[src/rtl/core/gnpm_pkg.sv]
package gnpm_pkg;

  localparam int IN_COORD_W = 24;
  localparam int BOX_W      = 24;
  localparam int MAG_W      = 25;
  localparam int SQ_W       = 50;
  localparam int ROOT_W     = 25;
  localparam int DIST_W     = 24;
  localparam int IDX_W      = 6;
  localparam int CNT_W      = 7;
  localparam int CFG_IDX_W  = 3;
  localparam int CFG_DATA_W = 24;

  // (0.001 nm * 65536)^2 rounded up, in Q18.32 nm^2
  localparam logic [SQ_W-1:0]  MIN_SQ    = SQ_W'(4295);
  localparam logic [MAG_W-1:0] MAG_LIMIT = MAG_W'(25'h1000000);

  localparam logic [1:0] ACT_LOAD_A = 2'd0;
  localparam logic [1:0] ACT_LOAD_B = 2'd1;
  localparam logic [1:0] ACT_RUN    = 2'd2;

  localparam logic [CFG_IDX_W-1:0] REG_COUNT_A = 3'd0;
  localparam logic [CFG_IDX_W-1:0] REG_COUNT_B = 3'd1;
  localparam logic [CFG_IDX_W-1:0] REG_CUTOFF  = 3'd2;
  localparam logic [CFG_IDX_W-1:0] REG_BOX_X   = 3'd3;
  localparam logic [CFG_IDX_W-1:0] REG_BOX_Y   = 3'd4;
  localparam logic [CFG_IDX_W-1:0] REG_BOX_Z   = 3'd5;

  typedef enum logic [3:0] {
    ST_IDLE,
    ST_CUT,
    ST_PRD,
    ST_AXIS,
    ST_PWR,
    ST_SCAN,
    ST_DRAIN,
    ST_DECIDE,
    ST_EMIT,
    ST_TAKE,
    ST_SQRT
  } state_t;

  // sqrt unit handshake
  typedef struct packed {
    logic start;
    logic done;
  } sqrt_ctl_t;

endpackage

[src/rtl/core/gnpm_sq_unit.sv]
// Shared axis unit: difference, one periodic fold, magnitude, square; in mag mode it squares the mag input instead.
// The magnitude and then its square are registered; takes a new operand every cycle.
module gnpm_sq_unit #(
  parameter int CW = 24
) (
  input  logic                         clk,
  input  logic                         mag_mode,
  input  logic [gnpm_pkg::MAG_W-1:0]   mag,
  input  logic signed [CW-1:0]         pa,
  input  logic signed [CW-1:0]         pb,
  input  logic [gnpm_pkg::BOX_W-1:0]   len,
  output logic [gnpm_pkg::SQ_W-1:0]    sq,
  output logic                         big
);

  localparam int DW = (CW + 3 > 27) ? CW + 3 : 27;

  logic signed [DW-1:0] d, d2, len_s, fd;
  logic [DW-1:0]        m_full;
  logic                 big_c;
  logic [gnpm_pkg::MAG_W-1:0] m_c;
  logic [gnpm_pkg::MAG_W-1:0] m_q;
  logic                 big_q;

  always_comb begin
    d      = DW'(pa) - DW'(pb);
    d2     = d <<< 1;
    len_s  = DW'($signed({1'b0, len}));
    if (d2 > len_s) begin
      fd = d - len_s;
    end else if (d2 < -len_s) begin
      fd = d + len_s;
    end else begin
      fd = d;
    end
    m_full = (fd < 0) ? DW'(-fd) : DW'(fd);
    if (mag_mode) begin
      big_c = 1'b0;
      m_c   = mag;
    end else begin
      big_c = m_full > DW'(gnpm_pkg::MAG_LIMIT);
      m_c   = m_full[gnpm_pkg::MAG_W-1:0];
    end
  end

  always_ff @(posedge clk) begin
    m_q   <= m_c;
    big_q <= big_c;
    sq    <= gnpm_pkg::SQ_W'(m_q * m_q);
    big   <= big_q;
  end

endmodule

[config.mk]
export PLATFORM = sky130hd
export DESIGN_NAME = gnpm_sq_unit
export DESIGN_NICKNAME = d
export VERILOG_FILES = /design/src/rtl/core/gnpm_pkg.sv /design/src/rtl/core/gnpm_sq_unit.sv
export SDC_FILE = /design/constraint.sdc
export NUM_CORES = 2
export LEC_CHECK = 0
export ABC_AREA = 1
export BUFFER_PORTS_ARGS = -buffer_cell sky130_fd_sc_hd__clkbuf_2
export CORE_UTILIZATION = 50
export DETAILED_ROUTE_END_ITERATION = 8
export PLACE_DENSITY = 0.67
export SLEW_MARGIN = 20
export SYNTH_ARGS = -nofsm -noshare
export SYNTH_HDL_FRONTEND = slang
export SYNTH_SLANG_ARGS = --single-unit
[constraint.sdc]
create_clock -name clk -period 11.86 [get_ports clk]
set_input_delay 1.186 -clock clk [delete_from_list [all_inputs] [get_ports clk]]
set_output_delay 1.186 -clock clk [all_outputs]
set_load 0.1 [all_outputs]
==> Word level (Yosys, flattened, before mapping) <==
Cells that the tools add are included.
W data, S select, Z words.
{ "totals": {"out_inout_bits": 51, "reg_bits": 77} }
{ "classes": {"addsub": 5, "mux": 4, "multipliers": 1, "order_cmp": 4} }
{ "ops": {"columns": ["operator", "n"], "rows": [
  ["$mux W27", 3],
  ["$mul A25 B25 Y50", 1],
  ["$gt A27 B25 Y1 const B", 1],
  ["$lt A26 B27 Y1", 1],
  ["$lt A27 B1 Y1 const B", 1],
  ["$neg A24 Y27", 1],
  ["$neg A27 Y27", 1],
  ["$add A25 B25 Y26", 1],
  ["$gt A26 B25 Y1", 1],
  ["$sub A25 B25 Y26", 1],
  ["$mux W25", 1],
  ["$sub A24 B24 Y25", 1]
]} }

==> Logic depth before layout (Yosys ltp) <==
{ "depth": {"ltp_word": 7, "ltp_mapped": 44} }

==> Least setup slack after synthesis <==
OpenSTA, ideal clock, no wires.
{ "synth_timing": {"path_kind": "reg-to-reg", "startpoint": "reg m_q[8] in the netlist's numbering", "endpoint": "reg sq[47] in the netlist's numbering", "t_arrival_ps": 6473, "stages_incl_launch_ff": 29, "slack_ps": 5267, "synth_period_minus_slack_ps": 6593, "required_time_ps": 11740, "setup_ps": 120, "cell_sequence": "dfxtp_1 -> clkbuf_1 -> clkbuf_1 -> nand2_1 -> inv_1 -> fa_1 -> fa_1 -> fa_1 -> ha_1 -> inv_1 -> fa_1 -> inv_1 -> fa_1 -> fa_1 -> ha_1 -> a21oi_1 -> a21boi_1 -> o21ai_1 -> a21boi_1 -> o21ai_1 -> a21boi_1 -> o21ai_1 -> a21boi_1 -> o21ai_1 -> a21boi_1 -> o21ai_1 -> nand3_1 -> nand3_1 -> xor2_1"} }
{ "synth_via": {"elab_chain_len": 1} }
{ "synth_lines": {"columns": ["element", "line_no", "text"], "rows": [
  ["from (decl)", "gnpm_sq_unit.sv:22", "logic [gnpm_pkg::MAG_W-1:0] m_q;"],
  ["from (signal assigned)", "gnpm_sq_unit.sv:47", "m_q <= m_c;"],
  ["$mul A25 B25 Y50", "gnpm_sq_unit.sv:49", "sq <= gnpm_pkg::SQ_W'(m_q * m_q);"],
  ["to (signal assigned)", "gnpm_sq_unit.sv:49", null],
  ["to (decl)", "gnpm_sq_unit.sv:12", "output logic [gnpm_pkg::SQ_W-1:0] sq,"]
]} }
Every way passes these cells.
A chain may end at the register's enable or synchronous reset.

==> Worst setup path after layout <==
{ "layout_timing": {"startpoint": "reg m_q[2] in the netlist's numbering", "endpoint": "reg sq[47] in the netlist's numbering"} }
The elaborated chain is that of the path after synthesis.

==> reports/qor.txt <==
Non-Filler Instances: 4405
final instance area: 28800 um2
Hold Crit Start: big_q$_SDFF_PP0_
# IOs: 150
vias in the first global route: 22600
WHS: 0.426 ns
Hold Path Sink: big$_DFF_P_
post-synthesis register bit count: 76
Top FF cell, synth: dfxtp_1
number of cells on the worst reg-to-reg path: 26
crit path capture type: flop
largest family of logic cells by synthesized area: adder cells
Global Route Usage Sum: 24.9%
Crit-path slowest cell: dfxtp_1
Synth Area in Compound Gates: 6.38%
Multi-input gate area: 21400 um2
most instantiated library cell after synthesis: inv_1
layout net count: 4594
core area: 53100 um2
Crit path arrival time: 8.16 ns
reg2reg end: sq[47]$_DFF_P_
via count: 22100
routed vias/inst: 5.02
Worst Hold Depth: 0
CTS Buf Count: 9
Seq. cell area: 1520 um2
Tmin final: 7.89 ns
Post-synth EDFFs: 0
setup tns final: 0 ns
clk_lat worst skew: 0.39 ns
post-synth cell types: 54
Die X: 235 um
DP Area: 28400 um2
outcome: finished, final reports clean
cts repair resizes: 0
Crit Reg-Reg Startpoint: m_q[2]$_DFF_P_
Placement Rows: 84
Top cell by count, worst path: fa_1
element type at the critical path start: flop
worst min path class: flop to flop
clock skew: 0.0143 ns
crit path max fanout: 25
Adder-Cell Fraction of Synth Area: 49.2%
DR pass1 iterations: 7
largest net degree at the start of global routing: 49
Post-route DRC: 0
Synth top area share: 34.8%
input/output buffers: 148
Final Hold Viols: 0
Warnings, synthesis: 0
f_max: 127 MHz
Clock Sink Count: 76
Die Height: 235 um
layout cells sized above 1: 6.78%
FF-to-FF setup slack: 3.97 ns
DP Cell Count: 4389
Seq/Total Area, Yosys: 5.61%
Slew Limit Fails: 0
clock root buffer: clkbuf_16
CTS tree: built
Detail Placement HPWL: 56100 um
count of final setup violators: 0
part of the cycle the worst path needs: 66.5%
Fillers: 5102
area leader, netlist: fa_1
GPL Wtd Cong: 0.920
die area: 55200 um2
mux share of post-synthesis cell area: 0%
initial core utilization: 51.1%
unrepaired setup endpoints after global routing: false
pin slew with the least headroom to its limit: 1.12 ns
Post CTS Setup Buffer Count: 0
first-pass GRT wire length: 111000 um
ant diodes: 0
Synth area leaders: fa_1 (35%), ha_1 (14%), inv_1 (14%)
Synth Instances: 3630
Slew Limit Headroom: 25.1%
post-synthesis simple-gate area fraction: 19.1%
Max-Cap Viols: 0
Longest Clk Path Bufs: 2
DR iter-0 viols: 1289
final WL: 65600 um
antenna-violating nets left: 0
Layout area overhead: 6.06%
clk slew on worst S/H paths: 0.06 ns
CP peak stage delay: 1.02 ns
post-synthesis net count: 4512
Post-Syn Area: 27100 um2
top post-synthesis cells by count: inv_1 (1001), nand2_1 (810), fa_1 (472), ha_1 (311), a21oi_1 (152)
ys async rst share: 0%
WP data required: 12.13 ns
# H-tree levels: 3
GRT overflow: 0
cts hold-fix bufs: 0
initial antenna violation count: 0
Wirelength per Cell: 14.9 um
WS Path Type: flop to flop
Syn Area/Cell: 7.47 um2
Synth Area in XOR/XNOR: 4.07%
## cell usage in the layout, fill, tap and decap left out, drive strengths merged, types with 6 or more instances in the layout
| cell type | Yosys | final |
|---|---|---|
| nand2 | 834 | 834 |
| inv | 1008 | 1012 |
| nand3 | 161 | 161 |
| a21boi | 8 | 8 |
| fa | 472 | 472 |
| o21bai | 7 | 7 |
| clkbuf | 81 | 157 |
| a211oi | 6 | 6 |
| nand4 | 30 | 30 |
| xnor2 | 36 | 36 |
| a21o | 7 | 7 |
| o21a | 8 | 8 |
| nor2 | 163 | 163 |
| nor3 | 16 | 16 |
| a31oi | 14 | 14 |
| buf | 18 | 22 |
| a21oi | 153 | 153 |
| or2 | 9 | 9 |
| xor2 | 90 | 90 |
| ha | 311 | 311 |
| dfxtp | 76 | 76 |
| o21ai | 89 | 89 |
## registers in the layout, indices dropped and copies added (netlist names)
name	cells
sq	49
m_q	25
big_q	1
big	1
## layout make-up
| cell class | instances | area share [%] |
|---|---|---|
| Tap cell | 688 | 2.99 |
| Multi-Input combinational cell | 2447 | 74.2 |
| Timing Repair Buffer | 170 | 3.15 |
| Clock inverter | 7 | 0.365 |
| Sequential cell | 76 | 5.29 |
| Inverter | 1008 | 13.2 |
| Clock buffer | 9 | 0.783 |
## layer usage
layer	global-route usage (%)	vias up	share of wire [%]
met5	0	-	0
met1	33.3	10500	45
met3	4.09	75	6.5
li1	-	10900	-
met4	6.18	0	1.9
met2	41.9	595	46
## cell families after synthesis
family                     Yosys count
xor gates and xnor gates           126
other                                1
adders and majority gates          783
AOI/OAI and AO/OA                  311
DFF                                 76
and+or+nand+nor                   1226
buffers and inverters             1107
## worst max-delay path: cells and delay by family (launching register included)
kind | cells | cell delay [ns]
AO/OA/AOI/OAI | 11 | 2.57
XOR/XNOR | 1 | 0.15
adder cells (fa/ha/maj) | 8 | 3.44
buffers and inverters | 3 | 0.23
flip-flops | 1 | 1.02
AND/OR/NAND/NOR | 3 | 0.37
## worst max-delay path by stage
stage,from,endpoint,slack [ns],cells after the start
after global placement,m_q[2]$_DFF_P_,sq[49]$_DFF_P_,4.12,26
after CTS,m_q[2]$_DFF_P_,sq[49]$_DFF_P_,3.96,26
after global routing,m_q[8]$_DFF_P_,sq[47]$_DFF_P_,3.44,26
after detailed placement,m_q[2]$_DFF_P_,sq[47]$_DFF_P_,3.95,26
final,m_q[2]$_DFF_P_,sq[47]$_DFF_P_,3.97,26
after floorplan,m_q[8]$_DFF_P_,sq[47]$_DFF_P_,5.27,28
## per-stage QoR
step           worst slack (ns)  util [%]
2_1_floorplan              5.27         -
3_3_place_gp               4.12      53.6
3_5_place_dp               3.95      53.6
4_1_cts                    3.96      54.2
5_1_grt                    3.44      54.2
6_report                   3.97      54.2
Power is left out: the tool's default activity adds up to more than one toggle a clock period on the data nets, which glitch-free logic cannot reach.
