### src/rtl/core/gnpm_pkg.sv
package gnpm_pkg;

  localparam int IN_COORD_W = 24;
  localparam int BOX_W      = 24;
  localparam int MAG_W      = 25;
  localparam int SQ_W       = 50;
  localparam int ROOT_W     = 25;
  localparam int DIST_W     = 24;
  localparam int IDX_W      = 6;
  localparam int CNT_W      = 7;
  localparam int CFG_IDX_W  = 3;
  localparam int CFG_DATA_W = 24;

  // (0.001 nm * 65536)^2 rounded up, in Q18.32 nm^2
  localparam logic [SQ_W-1:0]  MIN_SQ    = SQ_W'(4295);
  localparam logic [MAG_W-1:0] MAG_LIMIT = MAG_W'(25'h1000000);

  localparam logic [1:0] ACT_LOAD_A = 2'd0;
  localparam logic [1:0] ACT_LOAD_B = 2'd1;
  localparam logic [1:0] ACT_RUN    = 2'd2;

  localparam logic [CFG_IDX_W-1:0] REG_COUNT_A = 3'd0;
  localparam logic [CFG_IDX_W-1:0] REG_COUNT_B = 3'd1;
  localparam logic [CFG_IDX_W-1:0] REG_CUTOFF  = 3'd2;
  localparam logic [CFG_IDX_W-1:0] REG_BOX_X   = 3'd3;
  localparam logic [CFG_IDX_W-1:0] REG_BOX_Y   = 3'd4;
  localparam logic [CFG_IDX_W-1:0] REG_BOX_Z   = 3'd5;

  typedef enum logic [3:0] {
    ST_IDLE,
    ST_CUT,
    ST_PRD,
    ST_AXIS,
    ST_PWR,
    ST_SCAN,
    ST_DRAIN,
    ST_DECIDE,
    ST_EMIT,
    ST_TAKE,
    ST_SQRT
  } state_t;

  // sqrt unit handshake
  typedef struct packed {
    logic start;
    logic done;
  } sqrt_ctl_t;

endpackage

### src/rtl/core/gnpm_isqrt.sv
// Bit-serial integer square root, one root bit per cycle.
module gnpm_isqrt (
  input  logic                          clk,
  input  logic                          rst,
  input  logic                          start,
  input  logic [gnpm_pkg::SQ_W-1:0]     radicand,
  output gnpm_pkg::sqrt_ctl_t           ctl,
  output logic [gnpm_pkg::ROOT_W-1:0]   root
);

  localparam int RW = gnpm_pkg::ROOT_W + 3;

  logic                          busy;
  logic [4:0]                    cnt;
  logic [gnpm_pkg::SQ_W-1:0]     rad;
  logic [RW-1:0]                 rem;
  logic [RW-1:0]                 rem_sh, trial;

  always_comb begin
    rem_sh = {rem[RW-3:0], rad[gnpm_pkg::SQ_W-1 -: 2]};
    trial  = RW'({root, 2'b01});
  end

  assign ctl.start = start;

  always_ff @(posedge clk) begin
    if (rst) begin
      busy     <= 1'b0;
      ctl.done <= 1'b0;
    end else begin
      ctl.done <= 1'b0;
      if (start) begin
        busy <= 1'b1;
        cnt  <= 5'(gnpm_pkg::ROOT_W - 1);
        rad  <= radicand;
        rem  <= '0;
        root <= '0;
      end else if (busy) begin
        rad <= rad << 2;
        if (rem_sh >= trial) begin
          rem  <= rem_sh - trial;
          root <= {root[gnpm_pkg::ROOT_W-2:0], 1'b1};
        end else begin
          rem  <= rem_sh;
          root <= {root[gnpm_pkg::ROOT_W-2:0], 1'b0};
        end
        if (cnt == 5'd0) begin
          busy     <= 1'b0;
          ctl.done <= 1'b1;
        end else begin
          cnt <= cnt - 5'd1;
        end
      end
    end
  end

endmodule

### config.mk
export PLATFORM = sky130hd
export DESIGN_NAME = gnpm_isqrt
export DESIGN_NICKNAME = d
export VERILOG_FILES = /design/src/rtl/core/gnpm_pkg.sv /design/src/rtl/core/gnpm_isqrt.sv
export SDC_FILE = /design/constraint.sdc
export NUM_CORES = 1
export LEC_CHECK = 0
export BUFFER_PORTS_ARGS = -buffer_cell sky130_fd_sc_hd__buf_2
export CAP_MARGIN = 20
export CORE_ASPECT_RATIO = 1.2
export CORE_MARGIN = 1.5
export CORE_UTILIZATION = 30
export DETAILED_ROUTE_END_ITERATION = 7
export PLACE_DENSITY = 0.51
export SYNTH_ARGS = -nofsm -noshare
export SYNTH_HDL_FRONTEND = slang
export SYNTH_SLANG_ARGS = --single-unit
### constraint.sdc
create_clock -name clk -period 6.5 [get_ports clk]
set_input_delay 0.325 -clock clk [delete_from_list [all_inputs] [get_ports clk]]
set_output_delay 0.325 -clock clk [all_outputs]
set_load 0.01 [all_outputs]
**Yosys cells after proc, flatten, opt, wreduce, memory -nomap -nowiden**

Cells that the tools add are included.
Widths: inputs -> output; s select.

- $add $sub $neg: 2
- Magnitude comparators: 1
- Equality and inequality tests: 1
- Multiplexer cells: 12
- Bitwise operators: 2
- Reductions and logical operators: 5

Operators with widths:

| cell | count |
|---|---|
| $mux 50 | 2 |
| $mux 26 | 2 |
| $ge 28x27->1 | 1 |
| $sub 26x26->26 | 1 |
| $mux 25 | 1 |
| $mux 5 | 2 |
| $logic_not 5->1 | 1 |
| $mux 1 | 5 |
| $sub 5x1->5 const B | 1 |
| $reduce_and 3->1 | 1 |
| $reduce_or 3->1 | 1 |
| $ne 2x2->1 const B | 1 |
| $not 1->1 | 2 |
| $reduce_and 2->1 | 1 |
| $reduce_bool 2->1 | 1 |

- Register bits after elaboration: 108
- Bits of input ports: 53
- Output and inout bits: 27
- Word-level logic and storage cells: 29

**Logic depth before layout (Yosys ltp)**

Gate-level depths: netlist (run 1).

- Depth after elaboration: 4
- Gate-level depth with buffers: 12
- Gate-level depth less buffers: 10

**Least setup slack after synthesis (run 1)**

OpenSTA, ideal clock, no wires.

- Path type: input -> register
- Start: input start
- End: register rad[0] in the netlist's numbering, enable pin
- Library setup time: 0.562 ns
- Arrival: 5.126 ns
- Required time: 5.938 ns
- Slack: 0.812 ns
- Stages on the path: 4
- Path buffers: 2
- Cells stage by stage: buf_4 > clkbuf_1 > nor2_1 > nor2_1

- Cells in the longest elaborated chain, start to end: 2

RTL lines:

| element | line | RTL |
|---|---|---|
| start, declared | gnpm_isqrt.sv:5 | `input logic start,` |
| $reduce_bool 2->1 (no source line) | - |  |
| $reduce_and 2->1 (no source line) | - |  |
| end signal, assigned | gnpm_isqrt.sv:35 | `rad <= radicand;` |
| end signal, assigned | gnpm_isqrt.sv:39 | `rad <= rad << 2;` |
| end, declared | gnpm_isqrt.sv:15 | `logic [gnpm_pkg::SQ_W-1:0] rad;` |

Every way passes these cells.
A chain may end at the register's enable or synchronous reset.

**Final worst setup path (run 1)**

- Start: register root[15] in the netlist's numbering
- End: register rem[5], data pin

- Cells in the longest elaborated chain, start to end: 3

RTL lines:

| element | line | RTL |
|---|---|---|
| start, declared | gnpm_isqrt.sv:8 | `output logic [gnpm_pkg::ROOT_W-1:0] root` |
| start signal, assigned | gnpm_isqrt.sv:42 | `root <= {root[gnpm_pkg::ROOT_W-2:0], 1'b1};` |
| start signal, assigned | gnpm_isqrt.sv:45 | `root <= {root[gnpm_pkg::ROOT_W-2:0], 1'b0};` |
| $ge 28x27->1 | gnpm_isqrt.sv:40 | `if (rem_sh >= trial) begin` |
| $mux 26 | gnpm_isqrt.sv:40 |  |
| $mux 26 | gnpm_isqrt.sv:38 | `end else if (busy) begin` |
| end signal, assigned | gnpm_isqrt.sv:41 | `rem <= rem_sh - trial;` |
| end signal, assigned | gnpm_isqrt.sv:44 | `rem <= rem_sh;` |
| end, declared | gnpm_isqrt.sv:16 | `logic [RW-1:0] rem;` |

Every way passes these cells. The select of a mux whose other input is x is not followed.

==> results of run 1 <==
cell type report:
cell class / count / area share, %
clock buffer: 10 / 3.312
clock inverter: 6 / 0.9955
timing repair buffer: 82 / 6.081
inverter: 34 / 1.846
tap: 261 / 4.724
sequential: 108 / 46.62
multi-input combinational: 334 / 36.42
worst min-delay path by stage:
stage                  end  cells after the start  start
finish                busy                      2    rst
global route          busy                      2    rst
CTS                   busy                      2    rst
detailed placement  ctl[0]                      1   busy
global placement    ctl[0]                      1   busy
floorplan             busy                      1    rst
power by group through the flow:
stage / Clock (mW) / Sequential, mW / Combinational [mW]
2_1_floorplan: 0 / 0.881 / 0.378
3_3_place_gp: 0 / 0.879 / 0.463
3_5_place_dp: 0 / 0.879 / 0.470
4_1_cts: 0.579 / 0.864 / 0.472
5_1_grt: 0.605 / 0.870 / 0.525
6_report: 0.564 / 0.863 / 0.468
state kept, by name, summed over array words and instances, names as in the netlist:
signal and flops:
busy 1, cnt 5, ctl 1, rad 50, rem 26, root 25
synth_stat cells (all sizes together), types with 3 or more instances:
library cell / count
o21ai: 16
nand3b: 3
nand4: 7
nor3: 6
nor2: 65
o21a: 4
and3: 6
buf: 11
edfxtp: 106
a21o: 13
xor2: 9
o21bai: 3
nand2b: 4
mux2i: 16
inv: 34
ha: 28
and2: 5
a211oi: 8
nand2: 13
or3: 5
clkbuf: 12
mux2: 48
nand3: 6
xnor2: 18
a31oi: 6
a21oi: 27
metal layers:
layer / track usage, % / routed length [microns] / vias to the layer above
met5: 0 / 0 / -
met4: 5.338 / 242 / 0
met3: 3.010 / 651 / 15
met2: 21.47 / 6028 / 86
met1: 14.47 / 5469 / 1950
li1: - / - / 1962
worst max-delay path: stages (launching register included):
cell,delay [ns]
edfxtp_1,0.37
inv_1,0.08
ha_1,0.41
and3_1,0.31
nand3_1,0.12
nand3b_1,0.11
o21ai_0,0.25
nor2_4,0.83
mux2i_1,0.27
nor2_1,0.06
logic make-up (layout without fill, tap and decap cells):
family / after synthesis / count (layout) / share of synthesized area [%]
AOI/OAI and AO/OA: 89 / 89 / 10.24
adders and majority gates: 28 / 28 / 5.827
buffers and inverters: 57 / 132 / 4.641
muxes: 64 / 64 / 11.65
and+or+nand+nor: 126 / 126 / 10.09
DFF: 108 / 108 / 53.61
xor gates and xnor gates: 27 / 27 / 3.933
stage by stage:
stage               utilization [%]  setup WS (ns)
finish                        35.24          3.389
global route                  35.24          3.096
CTS                           35.24          3.349
detailed placement            33.72          3.373
global placement              33.72          3.429
floorplan                         -         0.8122
placed cells by master, fill, tap and decap left out, types with 6 or more instances in the layout:
cell type,count
a211oi_1,8
a21o_1,12
a21oi_1,23
buf_2,78
clkbuf_16,9
edfxtp_1,106
ha_1,28
inv_1,34
mux2_2,48
mux2i_1,16
nand2_1,13
nand3_1,6
nand4_1,7
nor2_1,63
nor3_1,6
o21ai_0,13
xnor2_1,18
xor2_1,9
==> impl_metrics.py, run 1 <==
metrics = {
    "placement": {
        "dpl.hpwl_microns": 8775,
        "dpl.cell_count": 819,
        "port_buffers": 79,
        "placed_area_sq_um": 6615,
        "gp_congestion": 0.8383,
    },
    "drt": {
        "first_pass_iters": 4,
        "drc": 0,
        "drtAntennaViolNets": 0,
        "vias_per_cell": 4.806,
        "routedWlPerCell_microns": 14.84,
        "num_vias": 4013,
        "drtIter0Drc": 153,
        "wl_microns": 12390,
    },
    "floorplan": {
        "die_x_microns": 132.2,
        "fp.dieH_microns": 158.1,
        "start_util_pct": 30.64,
        "rows": 56,
        "dieArea_sq_um": 20900,
        "coreArea_sq_um": 19620,
        "pin_count": 80,
    },
    "timing": {
        "drv_slew": 0,
        "worst_pin_slew_ns": 0.9887,
        "finClkSkew_ns": 0.01205,
        "min_period_over_period_pct": 47.86,
        "setup_viol": 0,
        "fmax_mhz": 321.5,
        "rsz0062_at_grt": "no",
        "slew_headroom_pct": 33.93,
        "holdWs_ns": 0.2166,
        "hold_viol": 0,
        "fin_crit_ns": 3.111,
        "setup_tns_ns": 0,
    },
    "cts": {
        "cts_buffers": 9,
        "holdBufCountCts": 0,
        "cts.sinks": 108,
        "cts_tree": "done",
        "ctsLongestPathBuffers": 2,
        "root_buffer": "clkbuf_16",
        "postCtsSetupBuffers": 0,
        "cts_htree_levels": 3,
        "cts.clk_slew.worst_paths_ns": 0.07,
        "clock_latency_ns": 0.36,
        "ctsResizeCount": 0,
    },
    "logic_synthesis": {
        "syn_nets": 580,
        "synth-edff-count": 106,
        "syn_area_sq_um": 6012,
        "synth_cell_types": 52,
        "ys_seq_area_share_pct": 53.61,
        "synth_seq_cells": 108,
        "synth_area_leaders": "edfxtp_1, mux2_2, ha_1",
        "synth.top_cell.area_share_pct": 52.94,
        "syn_avg_cell_area_sq_um": 12.05,
        "synthArstFlopShare_pct": 0,
        "synthCells": 499,
        "ys.flop_type": "edfxtp_1",
        "yosysWarnings": 0,
        "yosysTopAreaCell": "edfxtp_1",
    },
    "global_routing": {
        "grt_pass1_vias": 4205,
        "track_usage_pct": 12.31,
        "grt-ovfl-total": 0,
        "grt_max_degree": 59,
        "antenna_found_initial": 0,
        "grt_pass1_wl_microns": 20560,
    },
    "setup_path": {
        "crit_required_ns": 6.58,
        "rr_worst_depth": 9,
        "reg2reg_slack_ns": 3.39,
        "timing.rr.start": "root[15]",
        "worst-setup-path-type": "flop to flop",
        "critPathCapture": "rem[5]",
        "crit_path_start_kind": "flop",
        "startpoint": "root[15]",
        "cp_data_arrival_time_ns": 3.19,
        "r2r-end": "rem[5]",
        "critPathMaxFanout": 32,
        "end_kind": "flop",
    },
    "power_and_ir_drop": {
        "ir_drop_mv": 0.1234,
        "power_mw": 1.896,
        "switching_power_uw": 551.2,
        "power_density_nw_per_um2": 274.2,
        "power_leakage_nw": 2.750,
        "pwr-share-comb_pct": 24.7,
        "p_int_mw": 1.344,
        "switching_share_pct": 29.08,
        "seqPwrFrac_pct": 45.5,
        "pwr-share-clk_pct": 29.8,
    },
    "layout": {
        "drive_above_1_share_pct": 27.53,
        "synthToLayoutAreaGrowth_pct": 14.98,
        "fillers": 1999,
        "stdcell_area_sq_um": 6913,
        "seqCellArea_sq_um": 3223,
        "diodes": 0,
        "final_cells": 835,
        "multiInputGateArea_sq_um": 2517,
        "nets": 650,
    },
    "job": {
        "drv_cap": 0,
    },
    "worst_hold_path": {
        "hold_path.class": "input port to flop",
    },
    "outcome": {
        "status": "finished clean",
    },
}
(Power assumes the default switching activity.)
==> run 2: changes to the inputs <==
- PLACE_DENSITY: 0.51 -> 0.53
- clock period: 6.5 -> 2.7 ns (I/O delays scaled with it)
==> impl_metrics.py, run 2 (synthesis gave the netlist of run 1 again) <==
metrics = {
    "outcome": {
        "status": "finished clean",
    },
    "setup_path": {
        "timing.rr.start": "rem[0]",
        "r2r-end": "rem[15]",
        "reg2reg_slack_ns": 0.1,
        "crit_path_start_kind": "flop",
        "max_stage_delay_ns": 0.40,
        "crit_required_ns": 2.80,
        "path_depth": 9,
        "crit_family": "compound AO/OA/AOI/OAI gates",
        "rr_worst_depth": 9,
        "critPathMaxFanout": 5,
        "end_kind": "flop",
        "cp_cell_sequence": "ha_1 -> or3_1 -> o221a_4 -> a211o_4 -> a21oi_4 -> o21ai_2 -> a21oi_2 -> xor2_1 -> o22ai_1",
        "crit_slowest_cell": "edfxtp_1",
        "startpoint": "rem[0]",
        "path_buf_inv": 0,
        "worst-setup-path-type": "flop to flop",
        "cp_data_arrival_time_ns": 2.70,
        "critPathCapture": "rem[15]",
    },
    "layout": {
        "regMostFlops": "rad",
        "synthToLayoutAreaGrowth_pct": 19.29,
        "fillers": 1977,
        "drive_above_1_share_pct": 33.00,
        "final_cell_mix": "edfxtp_1, buf_2, nor2_1, mux2_2, inv_1",
        "layout_commonest_cell": "edfxtp_1",
        "fin_util_pct": 36.56,
        "nets": 673,
        "final_cells": 859,
        "largest_register_ffs": 50,
        "stdcell_area_sq_um": 7172,
        "reg.largest.list": "rad (50), rem (26), root (25)",
    },
    "drt": {
        "drtIter0Drc": 126,
        "first_pass_iters": 4,
        "drtAntennaViolNets": 0,
        "routedWlPerCell_microns": 14.73,
        "num_vias": 4058,
        "drt-met1-wl_microns": 5394,
        "drc": 0,
        "routed.top_layer": "met4",
        "dr_wl_met3_microns": 742,
        "wl_met2_microns": 6315,
        "wl_microns": 12650,
        "vias_per_cell": 4.724,
    },
    "cts": {
        "cts.sinks": 108,
        "clock_latency_ns": 0.36,
        "cts_htree_levels": 3,
        "root_buffer": "clkbuf_16",
        "holdBufCountCts": 0,
        "cts.clk_slew.worst_paths_ns": 0.08,
        "cts_buffers": 9,
        "cts_tree": "done",
        "ctsLongestPathBuffers": 2,
    },
    "global_routing": {
        "grt-ovfl-total": 0,
        "grt_pass1_vias": 4184,
        "grt_max_degree": 56,
        "track_usage_pct": 12.71,
        "antenna_found_initial": 1,
        "grt_pass1_wl_microns": 21020,
    },
    "floorplan": {
        "die_x_microns": 132.2,
        "start_util_pct": 30.64,
        "pin_count": 80,
        "rows": 56,
        "fp.dieH_microns": 158.1,
        "dieArea_sq_um": 20900,
        "coreArea_sq_um": 19620,
    },
    "timing": {
        "hold_viol": 0,
        "fin_crit_ns": 2.601,
        "worst_pin_slew_ns": 0.6993,
        "min_period_over_period_pct": 96.32,
        "setup_viol": 0,
        "setup_ws_ns": 0.09938,
        "drv_slew": 0,
        "slew_headroom_pct": 53.38,
        "fmax_mhz": 384.5,
        "rsz0062_at_grt": "yes",
        "finClkSkew_ns": 0.008819,
    },
    "worst_hold_path": {
        "hold_path.class": "input port to flop",
    },
    "placement": {
        "placed_area_sq_um": 6778,
        "dpl.hpwl_microns": 9064,
        "port_buffers": 79,
        "dpl.cell_count": 839,
        "place_worst_setup_slack_ns": 0.02953,
        "gp_congestion": 0.8268,
    },
    "power_and_ir_drop": {
        "ir_drop_mv": 0.2890,
        "power_mw": 4.755,
        "power_density_nw_per_um2": 663.0,
        "power_leakage_nw": 2.883,
    },
    "job": {
        "drv_cap": 0,
    },
}
[run 2: cell count changes in the layout (fill, tap and decap cells not counted), moves of 2 or more]
| cell | delta |
|---|---|
| ha_1 | -4 |
| ha_2 | +4 |
| buf_4 | +22 |
| a21oi_1 | -3 |
| o21bai_1 | -2 |
| o21bai_2 | +2 |
| a21oi_2 | +2 |
| inv_8 | +2 |
[run 2: how the worst min path moves through the flow]
stage                     start    to  slack, ns  depth (start not counted)
after floorplan             rst  busy       0.21                          1
after global placement      rst  busy       0.39                          2
after detailed placement    rst  busy       0.39                          2
after CTS                   rst  busy       0.01                          2
after global routing        rst  busy       0.02                          2
final                       rst  busy       0.02                          2
[run 2: report_power, final]
group          switching (mW)  internal (mW)
logic                   0.688          0.589
registers              0.0528           2.02
clock network           0.668          0.738
[run 2: final cells by class]
class	instances	area [sq um]	area share [%]
clock inverter	7	80.08	1.117
antenna	1	2.502	0.03489
sequential	108	3223	44.94
clock buffer	9	225.2	3.140
tap	261	326.6	4.553
multi-input combinational	334	2581	35.99
inverter	34	127.6	1.779
timing repair buffer	105	605.6	8.444
[run 2: repair_timing]
item / 4_1_cts / 5_1_grt
setup buffers: 0 / 3
gates resized for setup: 0 / 17
endpoints found under the setup margin: 0 / 21
[run 2: metrics by stage]
stage / hold slack, ns / setup TNS, ns
6_report: 0.02151 / 0
5_1_grt: 0.02405 / -0.08079
4_1_cts: 0.01077 / 0
3_5_place_dp: 0.3939 / 0
3_3_place_gp: 0.3871 / 0
2_1_floorplan: 0.2143 / 0
[run 2: layer usage]
| layer | vias up | track usage [%] |
|---|---|---|
| li1 | 2011 | - |
| met2 | 95 | 21.74 |
| met3 | 15 | 3.618 |
| met4 | 0 | 4.710 |
| met5 | - | 0 |
| met1 | 1937 | 15.28 |
[run 2: worst reg2reg max path, cell delays in order, from the launching register on]
cell and delay [ns]:
edfxtp_1 0.40, ha_1 0.24, or3_1 0.39, o221a_4 0.26, a211o_4 0.38, a21oi_4 0.19, o21ai_2 0.08, a21oi_2 0.15
xor2_1 0.17, o22ai_1 0.10
==> run 3: changes to the inputs <==
- SETUP_SLACK_MARGIN: not set -> 0.3
==> impl_metrics.py, run 3 (synthesis gave the netlist of run 1 again) <==
metrics = {
    "global_routing": {
        "grt_pass1_vias": 4427,
        "grt_max_degree": 62,
        "antenna_found_initial": 0,
        "grt_pass1_wl_microns": 21600,
        "grt-ovfl-total": 0,
        "track_usage_pct": 13.07,
    },
    "timing": {
        "setup_viol": 0,
        "drv_slew": 0,
        "worst_pin_slew_ns": 0.6872,
        "holdWs_ns": 0.02236,
        "min_period_over_period_pct": 93.92,
        "setup_tns_ns": 0,
        "fmax_mhz": 394.4,
        "rsz0062_at_grt": "yes",
        "fin_crit_ns": 2.536,
        "setup_ws_ns": 0.1642,
        "slew_headroom_pct": 53.84,
        "hold_viol": 0,
        "finClkSkew_ns": 0.009789,
    },
    "drt": {
        "routedWlPerCell_microns": 15.26,
        "wl_microns": 13630,
        "first_pass_iters": 4,
        "drc": 0,
        "vias_per_cell": 4.748,
        "num_vias": 4240,
        "drtIter0Drc": 113,
        "drtAntennaViolNets": 0,
    },
    "setup_path": {
        "rr_worst_depth": 11,
        "crit_required_ns": 2.79,
        "end_kind": "flop",
        "critPathMaxFanout": 8,
        "startpoint": "rem[23]",
        "cp_data_arrival_time_ns": 2.63,
        "r2r-end": "rem[22]",
        "reg2reg_slack_ns": 0.16,
        "worst-setup-path-type": "flop to flop",
        "critPathCapture": "rem[22]",
        "crit_path_start_kind": "flop",
        "timing.rr.start": "rem[23]",
    },
    "layout": {
        "final_cells": 893,
        "regMostFlops": "rad",
        "synthToLayoutAreaGrowth_pct": 31.47,
        "fin_util_pct": 40.29,
        "largest_register_ffs": 50,
        "fillers": 1949,
        "layout_commonest_cell": "edfxtp_1",
        "reg.largest.list": "rad (50), rem (26), root (25)",
        "diodes": 0,
        "final_cell_mix": "edfxtp_1, buf_2, nor2_1, buf_4, mux2_2",
        "nets": 708,
        "drive_above_1_share_pct": 45.09,
    },
    "cts": {
        "cts.sinks": 108,
        "ctsLongestPathBuffers": 2,
        "root_buffer": "clkbuf_16",
        "cts_tree": "done",
        "cts.clk_slew.worst_paths_ns": 0.08,
        "cts_buffers": 9,
        "cts_htree_levels": 3,
        "clock_latency_ns": 0.36,
        "holdBufCountCts": 0,
    },
    "power_and_ir_drop": {
        "ir_drop_mv": 0.2757,
        "power_density_nw_per_um2": 654.4,
        "power_leakage_nw": 3.100,
    },
    "floorplan": {
        "fp.dieH_microns": 158.1,
        "rows": 56,
        "dieArea_sq_um": 20900,
        "die_x_microns": 132.2,
        "coreArea_sq_um": 19620,
        "start_util_pct": 30.64,
        "pin_count": 80,
    },
    "worst_hold_path": {
        "hold_path.class": "input port to flop",
    },
    "placement": {
        "dpl.hpwl_microns": 9051,
        "gp_congestion": 0.8687,
        "dpl.cell_count": 836,
        "place_worst_setup_slack_ns": -0.003631,
        "port_buffers": 79,
    },
    "outcome": {
        "status": "finished clean",
    },
    "job": {
        "drv_cap": 0,
    },
}
[run 3: final cells by class]
cell class,count,area (sq um),share of cell area (%)
multi-input combinational,334,2975,37.64
clock inverter,7,77.57,0.9815
sequential,108,3223,40.78
clock buffer,9,225.2,2.849
tap,261,326.6,4.132
timing repair buffer,140,948.4,12.00
inverter,34,127.6,1.615
[run 3: power breakdown]
group	internal, mW	leakage, nW	total (mW)	switching [mW]
Clock	0.658	0.144	1.35	0.696
Combinational	0.885	1.92	1.73	0.850
Sequential	2.02	1.04	2.08	0.0633
[run 3: through the flow]
step / power, mW / instance area [sq um]
after floorplan: 3.049 / 6097
after global placement: 3.358 / 6832
after detailed placement: 3.375 / 6832
after CTS: 4.937 / 7492
after global routing: 5.425 / 7904
final: 5.172 / 7904
[run 3: worst max-delay path, cell delays in order, from the launching register on]
cell and delay (ns):
edfxtp_1 0.42, ha_1 0.33, a21o_1 0.19, a211o_1 0.34
a41oi_1 0.18, and3_4 0.23, nor2_4 0.05, buf_6 0.11
buf_6 0.11, buf_16 0.14, nor2_4 0.10, a211oi_2 0.05
[run 3: worst min path at each step]
stage	endpoint	startpoint	slack, ns	cells after the start
2_1_floorplan	busy	rst	0.21	1
3_3_place_gp	busy	rst	0.38	2
3_5_place_dp	busy	rst	0.39	2
4_1_cts	busy	rst	0.008	2
5_1_grt	busy	rst	0.03	2
6_report	busy	rst	0.02	2
[run 3: what timing repair did]
| item | in CTS | in global routing |
|---|---|---|
| gates resized for setup | 41 | 50 |
| endpoints found under the setup margin | 26 | 27 |
| cloned | 1 | 1 |
| pin swaps | 20 | 28 |
| setup buffers | 18 | 21 |
[run 3: routing by layer]
| layer | wire, microns | track usage (%) | share of wire (%) | vias up |
|---|---|---|---|---|
| met5 | 0 | 0 | 0 | - |
| met4 | 289 | 5.495 | 2.1 | 0 |
| met3 | 623 | 2.818 | 4.6 | 23 |
| met2 | 6949 | 23.21 | 51 | 82 |
| met1 | 5763 | 15.33 | 42 | 2052 |
| li1 | - | - | - | 2083 |
